===== src/rtl/dq_pkg.sv =====
// dq_pkg: command and status codes and transaction types for the deque
// no dependencies
`timescale 1ns / 1ps
`default_nettype none

package dq_pkg;

  // command codes
  localparam logic [2:0] CMD_PUSH_FRONT = 3'd0;
  localparam logic [2:0] CMD_PUSH_BACK  = 3'd1;
  localparam logic [2:0] CMD_POP_FRONT  = 3'd2;
  localparam logic [2:0] CMD_POP_BACK   = 3'd3;
  localparam logic [2:0] CMD_PEEK_FRONT = 3'd4;
  localparam logic [2:0] CMD_PEEK_BACK  = 3'd5;

  // status codes
  localparam logic [1:0] ST_OK    = 2'd0;
  localparam logic [1:0] ST_EMPTY = 2'd1;
  localparam logic [1:0] ST_FULL  = 2'd2;

  localparam int unsigned OCC_W = 5;

  typedef struct packed {
    logic [2:0]         cmd;
    logic signed [31:0] push_value;
  } dq_req_t;

  typedef struct packed {
    logic signed [31:0] read_value;
    logic [1:0]         status;
    logic [OCC_W-1:0]   occupancy;
    logic               is_empty;
  } dq_rsp_t;

  // result info held by the controller until the memory read returns
  typedef struct packed {
    logic             done;
    logic             use_rdata;
    logic [1:0]       status;
    logic [OCC_W-1:0] occupancy;
    logic             is_empty;
  } dq_meta_t;

endpackage

`default_nettype wire


===== src/rtl/dq_ram.sv =====
// dq_ram: slot storage, one write port and one read port, registered read data
// no dependencies
`timescale 1ns / 1ps
`default_nettype none

module dq_ram #(
  parameter int unsigned DEPTH = 16,
  parameter int unsigned AW    = 4
) (
  input  wire logic                 clk_i,
  input  wire logic                 we_i,
  input  wire logic [AW-1:0]        waddr_i,
  input  wire logic signed [31:0]   wdata_i,
  input  wire logic                 re_i,
  input  wire logic [AW-1:0]        raddr_i,
  output logic signed [31:0]        rdata_o
);

  logic signed [31:0] mem_q [DEPTH];
  logic signed [31:0] rdata_q;

  always_ff @(posedge clk_i) begin
    if (we_i) begin
      mem_q[waddr_i] <= wdata_i;
    end
  end

  always_ff @(posedge clk_i) begin
    if (re_i) begin
      rdata_q <= mem_q[raddr_i];
    end
  end

  assign rdata_o = rdata_q;

endmodule

`default_nettype wire


===== src/rtl/dq_ctrl.sv =====
// dq_ctrl: head index and entry count, slot addressing and result status
// depends on dq_pkg
`timescale 1ns / 1ps
`default_nettype none

module dq_ctrl #(
  parameter int unsigned DEPTH = 16,
  parameter int unsigned AW    = 4,
  parameter int unsigned CW    = 5
) (
  input  wire logic            clk_i,
  input  wire logic            rst_ni,
  input  wire logic            accept_i,
  input  wire logic [2:0]      cmd_i,
  output logic                 we_o,
  output logic [AW-1:0]        waddr_o,
  output logic                 re_o,
  output logic [AW-1:0]        raddr_o,
  output dq_pkg::dq_meta_t     meta_o
);
  import dq_pkg::*;

  localparam int unsigned SW = CW + 1;
  localparam logic [SW-1:0] DEPTH_S = SW'(DEPTH);
  localparam logic [AW-1:0] LAST_IDX = AW'(DEPTH - 1);

  logic [AW-1:0] head_q, head_d;
  logic [CW-1:0] count_q, count_d;
  dq_meta_t      meta_q, meta_d;

  logic          full, empty;
  logic [SW-1:0] tail_sum, last_sum;
  logic [AW-1:0] tail_idx, last_idx, head_dec, head_inc;

  assign full  = (count_q == CW'(DEPTH));
  assign empty = (count_q == '0);

  // slot past the back and the back slot itself, wrapped with one subtract
  assign tail_sum = SW'(head_q) + SW'(count_q);
  assign last_sum = tail_sum - SW'(1);
  assign tail_idx = (tail_sum >= DEPTH_S) ? AW'(tail_sum - DEPTH_S) : AW'(tail_sum);
  assign last_idx = (last_sum >= DEPTH_S) ? AW'(last_sum - DEPTH_S) : AW'(last_sum);
  assign head_dec = (head_q == '0) ? LAST_IDX : head_q - AW'(1);
  assign head_inc = (head_q == LAST_IDX) ? '0 : head_q + AW'(1);

  always_comb begin
    head_d  = head_q;
    count_d = count_q;
    we_o    = 1'b0;
    waddr_o = tail_idx;
    re_o    = 1'b0;
    raddr_o = head_q;
    meta_d  = '0;
    if (accept_i) begin
      meta_d.done   = 1'b1;
      meta_d.status = ST_OK;
      case (cmd_i)
        CMD_PUSH_FRONT: begin
          if (full) begin
            meta_d.status = ST_FULL;
          end else begin
            we_o    = 1'b1;
            waddr_o = head_dec;
            head_d  = head_dec;
            count_d = count_q + CW'(1);
          end
        end
        CMD_PUSH_BACK: begin
          if (full) begin
            meta_d.status = ST_FULL;
          end else begin
            we_o    = 1'b1;
            count_d = count_q + CW'(1);
          end
        end
        CMD_POP_FRONT, CMD_PEEK_FRONT: begin
          if (empty) begin
            meta_d.status = ST_EMPTY;
          end else begin
            re_o             = 1'b1;
            meta_d.use_rdata = 1'b1;
            if (cmd_i == CMD_POP_FRONT) begin
              head_d  = head_inc;
              count_d = count_q - CW'(1);
            end
          end
        end
        CMD_POP_BACK, CMD_PEEK_BACK: begin
          if (empty) begin
            meta_d.status = ST_EMPTY;
          end else begin
            re_o             = 1'b1;
            raddr_o          = last_idx;
            meta_d.use_rdata = 1'b1;
            if (cmd_i == CMD_POP_BACK) begin
              count_d = count_q - CW'(1);
            end
          end
        end
        default: begin
          meta_d.status = ST_OK;
        end
      endcase
      meta_d.occupancy = OCC_W'(count_d);
      meta_d.is_empty  = (count_d == '0);
    end
  end

  always_ff @(posedge clk_i or negedge rst_ni) begin
    if (!rst_ni) begin
      head_q  <= '0;
      count_q <= '0;
      meta_q  <= '0;
    end else begin
      head_q  <= head_d;
      count_q <= count_d;
      meta_q  <= meta_d;
    end
  end

  assign meta_o = meta_q;

endmodule

`default_nettype wire


===== src/rtl/double_ended_queue.sv =====
// double_ended_queue: ring-buffer deque of signed 32-bit values, top level
// depends on dq_pkg, dq_ctrl and dq_ram
// result timing: each transaction's result appears in the cycle after start is taken
// throughput: one transaction per cycle, set by the single slot memory access
//   (one write or one read) each command makes; busy_o stays low
// reset: head index and entry count clear to zero, slot contents are not cleared
// results carry a one-cycle strobe on done_o; the receiver cannot stall
`timescale 1ns / 1ps
`default_nettype none

module double_ended_queue #(
  parameter int unsigned DEPTH = 16
) (
  input  wire logic             clk_i,
  input  wire logic             rst_ni,
  input  wire logic             start_i,
  output logic                  busy_o,
  input  wire dq_pkg::dq_req_t  req_i,
  output logic                  done_o,
  output dq_pkg::dq_rsp_t       rsp_o
);
  import dq_pkg::*;

  // slot index width and entry count width (count must hold DEPTH itself)
  localparam int unsigned AW = (DEPTH > 1) ? $clog2(DEPTH) : 1;
  localparam int unsigned CW = $clog2(DEPTH + 1);

  logic               accept;
  logic               we, re;
  logic [AW-1:0]      waddr, raddr;
  logic signed [31:0] rdata;
  dq_meta_t           meta;

  // every command is one memory access, so a new transaction fits each cycle
  assign busy_o = 1'b0;
  assign accept = start_i && !busy_o;

  // pointer bookkeeping happens at accept, the slot read returns in the next cycle
  dq_ctrl #(
    .DEPTH(DEPTH),
    .AW   (AW),
    .CW   (CW)
  ) u_ctrl (
    .clk_i   (clk_i),
    .rst_ni  (rst_ni),
    .accept_i(accept),
    .cmd_i   (req_i.cmd),
    .we_o    (we),
    .waddr_o (waddr),
    .re_o    (re),
    .raddr_o (raddr),
    .meta_o  (meta)
  );

  // a push writes its slot at the accept edge, so a read issued on the
  // next transaction already sees it; one command never reads and writes
  dq_ram #(
    .DEPTH(DEPTH),
    .AW   (AW)
  ) u_ram (
    .clk_i  (clk_i),
    .we_i   (we),
    .waddr_i(waddr),
    .wdata_i(req_i.push_value),
    .re_i   (re),
    .raddr_i(raddr),
    .rdata_o(rdata)
  );

  // read value is zero for pushes, errors and unused command codes
  always_comb begin
    rsp_o.read_value = meta.use_rdata ? rdata : '0;
    rsp_o.status     = meta.status;
    rsp_o.occupancy  = meta.occupancy;
    rsp_o.is_empty   = meta.is_empty;
  end
  assign done_o = meta.done;

  // a result only follows an accepted transaction
  a_done_follows_accept: assert property (@(posedge clk_i) disable iff (!rst_ni)
    done_o |-> $past(start_i && !busy_o))
    else $error("result strobe without an accepted transaction");

  // an accepted transaction always yields a result next cycle
  a_accept_gives_done: assert property (@(posedge clk_i) disable iff (!rst_ni)
    (start_i && !busy_o) |=> done_o)
    else $error("accepted transaction produced no result");

  // an empty error leaves the deque empty and reads zero
  a_empty_err: assert property (@(posedge clk_i) disable iff (!rst_ni)
    (done_o && rsp_o.status == ST_EMPTY) |-> (rsp_o.is_empty && rsp_o.read_value == '0))
    else $error("empty error with stored entries or nonzero value");

  // a full error means entries are stored and nothing was read
  a_full_err: assert property (@(posedge clk_i) disable iff (!rst_ni)
    (done_o && rsp_o.status == ST_FULL) |-> (!rsp_o.is_empty && rsp_o.read_value == '0))
    else $error("full error on an empty deque or with a read value");

endmodule

`default_nettype wire


===== config.mk =====
export PLATFORM = sky130hd
export DESIGN_NAME = double_ended_queue
export DESIGN_NICKNAME = d
export VERILOG_FILES = /design/src/rtl/dq_pkg.sv /design/src/rtl/dq_ram.sv /design/src/rtl/dq_ctrl.sv /design/src/rtl/double_ended_queue.sv
export SDC_FILE = /design/constraint.sdc
export NUM_CORES = 1
export LEC_CHECK = 0
export ABC_CLOCK_PERIOD_IN_PS = 5700
export BUFFER_PORTS_ARGS = -buffer_cell sky130_fd_sc_hd__buf_4
export CAP_MARGIN = 20
export CORE_MARGIN = 2
export CORE_UTILIZATION = 58
export CTS_CLUSTER_DIAMETER = 150
export DETAILED_ROUTE_END_ITERATION = 10
export MAX_ROUTING_LAYER = met4
export PLACE_DENSITY_LB_ADDON = 0.08
export SLEW_MARGIN = 20
export SYNTH_ARGS = -nofsm -noshare
export SYNTH_HDL_FRONTEND = slang
export SYNTH_HIERARCHICAL = 1
export SYNTH_SLANG_ARGS = --single-unit

===== constraint.sdc =====
create_clock -name clk_i -period 5.7 [get_ports clk_i]
set_input_delay 1.14 -clock clk_i [delete_from_list [all_inputs] [get_ports clk_i]]
set_output_delay 1.14 -clock clk_i [all_outputs]
set_load 0.05 [all_outputs]

==> flow_metrics.env <==
export IMPL_crit_required_ps=5990
export IMPL_initialDrtViolationCount=940
export IMPL_clock_sinks=563
export IMPL_overflow=0
export IMPL_grt_pass1_wl_um=67400
export IMPL_clockBufferDepth=3
export IMPL_num_vias=10500
export IMPL_die_y_um=198
export IMPL_dp_slack_ps=775
export IMPL_synthCells=1039
export IMPL_regArea_um2=16800
export IMPL_layout_drive_gt1_share_pct=31.9
export IMPL_final_common_cell="edfxtp_1"
export IMPL_ctsHoldBuffers=0
export IMPL_ys_seq_area_share_pct=76.9
export IMPL_initial_utilization_pct=58.5
export IMPL_setup_ws_ps=1110
export IMPL_htree_levels=2
export IMPL_synth_seq_cells=563
export IMPL_routed_wl_um=45100
export IMPL_num_fill_cells=2393
export IMPL_grt_antenna_before_repair=1
export IMPL_setup_viol=0
export IMPL_synthAdderAreaFrac_pct=0.549
export IMPL_fmax_mhz=218
export IMPL_syn_nets=1086
export IMPL_powerDensity_nw_per_um2=505
export IMPL_yosysUniqueCellTypes=49
export IMPL_cts_tree="yes"
export IMPL_cts_inserted_buffers=56
export IMPL_cap_violations=0
export IMPL_status="finished, final reports clean"
export IMPL_die_w_um=198
export IMPL_post_drt_wl_per_cell_um=26.4
export IMPL_grt_usage_pct=24.7
export IMPL_dp_cells=1600
export IMPL_tns_ps=0
export IMPL_finish_net_count=1194
export IMPL_stdcell_count=1704
export IMPL_vias_per_cell=6.15
export IMPL_firstDrtPassIters=5
export IMPL_timing_slew_headroom_pct=36.2
export IMPL_synth_area_per_cell_um2=21.0
export IMPL_synth_xor_area_share_pct=0.521
export IMPL_ir_worst_vdd_uv=485
export IMPL_cts_root_buf="clkbuf_16"
export IMPL_synth_area_mux_share_pct=13.6
export IMPL_synth_compound_area_share_pct=3.34
export IMPL_slew_violations=0
export IMPL_final_cell_area_um2=25100
export IMPL_syn2layout_area_growth_pct=14.9
export IMPL_leakagePower_nw=8.18
export IMPL_core_um2=37400
export IMPL_fin_skew_ps=12.7
export IMPL_post_dp_hpwl_um=27400
export IMPL_grt_max_degree=58
export IMPL_ys_warn_count=6
export IMPL_dieArea_um2=39300
export IMPL_ys_flop_type="edfxtp_1"
export IMPL_num_rows=71
export IMPL_cp_max_fo=18
export IMPL_period_share_pct=80.5
export IMPL_cts_clk_slew_worst_paths_ps=60
export IMPL_synth_simple_area_share_pct=3.66
export IMPL_final_hold_violation_count=0
export IMPL_gpl_final_weighted_congestion=0.787
export IMPL_placed_cell_area_um2=23400
export IMPL_min_path_type="in -> async"
export IMPL_async_reset_ff_share_pct=3.37
export IMPL_tightest_slew_ps=947
export IMPL_post_cts_buffers=0
export IMPL_postRouteAntennaNets=0
export IMPL_io_pins=80
export IMPL_synth_edf_count=544
export IMPL_period_minus_slack_ps=4590
export IMPL_critPathLaunchType="flop"
export IMPL_crit_type="reg -> reg"
export IMPL_cts_resized=0
export IMPL_multi_input_area_um2=4900
export IMPL_grt_pass1_vias=10400
export IMPL_port_buffers=78
export IMPL_syn_area_um2=21900
export IMPL_synth_top_family_by_area="multiplexers"
export IMPL_cp_arrival_ps=4880
export IMPL_layout_common_cells="544 x edfxtp_1, 128 x mux4_2, 98 x buf_4, 66 x a22oi_1, 57 x clkbuf_16"
export IMPL_grt_setup_unrepaired="false"
export IMPL_end_kind="flop"
export IMPL_route_detailed_drc=0
export IMPL_worstSkewPairLatency_ps=600
cell families (layout without fill, tap and decap cells):
family | Yosys count | count (layout)
AO/OA/AOI/OAI | 102 | 102
XOR/XNOR | 13 | 13
adder cells (fa/ha/maj) | 9 | 9
buffers and inverters | 67 | 219
flip-flops | 563 | 563
multiplexers | 136 | 136
other | 1 | 3
AND/OR/NAND/NOR | 148 | 148
stage by stage:
stage                     hold slack (ps)  power (mW)  utilization [%]
after detailed placement              675        9.30             62.4
after CTS                             393        12.8             67.1
after floorplan                       603        7.98                -
final                                 409        12.7             67.2
after global placement                669        9.26             62.4
after global routing                  414        13.3             67.2
cells in the mapped netlist, types with 8 or more instances:
cell type  count  area, µm²
edfxtp_1     544      16300
mux4_2       128       2880
a22oi_1       66        495
nand2_1       47        176
and2_2        32        240
clkbuf_1      25       93.8
nor2_1        24       90.1
dfrtp_1       19        475
o21ai_0       11       55.1
buf_1         10       37.5
buf_2         10       50.1
buf_4         10       75.1
nor3_1        10       50.1
nor2b_1        9       56.3
a21oi_1        8       40.0
ha_1           8        100
xnor2_1        8       70.1
final cells by class:
class	instances	share of cell area (%)
well taps	511	2.55
diodes	2	0.0199
multi-input cells	409	19.5
flip-flops and latches	563	66.9
clock buffers	66	5.81
repair buffers	110	3.89
clock inverters	36	1.20
inverters	7	0.105
report_power, final:
part	switching [mW]	internal [mW]
clock	1.48	2.01
sequential	0.153	5.01
combinational	2.36	1.67
per-layer routing:
metal | part of all wire [%] | vias to the layer above | global-route usage [%] | routed length, µm
met1 | 45 | 5515 | 37.9 | 20100
met4 | 1.8 | 0 | 6.32 | 828
met5 | 0 | - | - | 0
li1 | - | 4508 | - | -
met2 | 46 | 396 | 35.0 | 20800
met3 | 7.3 | 53 | 4.34 | 3280
final timing paths:
kind                                          startpoint                            to  slack [ps]  cells after the start
hold reg to reg             u_ctrl/head_q[2]$_DFFE_PN0P_  u_ctrl/head_q[2]$_DFFE_PN0P_         700                      1
setup / recovery           u_ctrl/count_q[1]$_DFFE_PN0P_   u_ram/mem_q[2][9]$_DFFE_PP_        1110                      9
setup reg to reg           u_ctrl/count_q[1]$_DFFE_PN0P_   u_ram/mem_q[2][9]$_DFFE_PP_        1110                      9
max in group asynchronous                         rst_ni    u_ctrl/meta_o[9]$_DFF_PN0_        5070                      1
min in group clk_i          u_ctrl/head_q[2]$_DFFE_PN0P_  u_ctrl/head_q[2]$_DFFE_PN0P_         700                      1
hold / removal                                    rst_ni    u_ctrl/meta_o[8]$_DFF_PN0_         410                      1
registers in the layout, indices dropped and copies added, names as in the netlist:
name            count
u_ram/rdata_o      32
u_ram/mem_q       512
u_ctrl/count_q      5
u_ctrl/meta_o      10
u_ctrl/head_q       4
worst max-delay path: stages, from the launching register on:
cell and delay, ps:
dfrtp_1 500, inv_1 130, ha_1 260, nor3b_2 210, a211oi_1 670, nor2b_1 460, mux2i_1 660, nand2b_1 400
nor2_4 660, buf_4 320
Power figures use the tool's default switching activity.
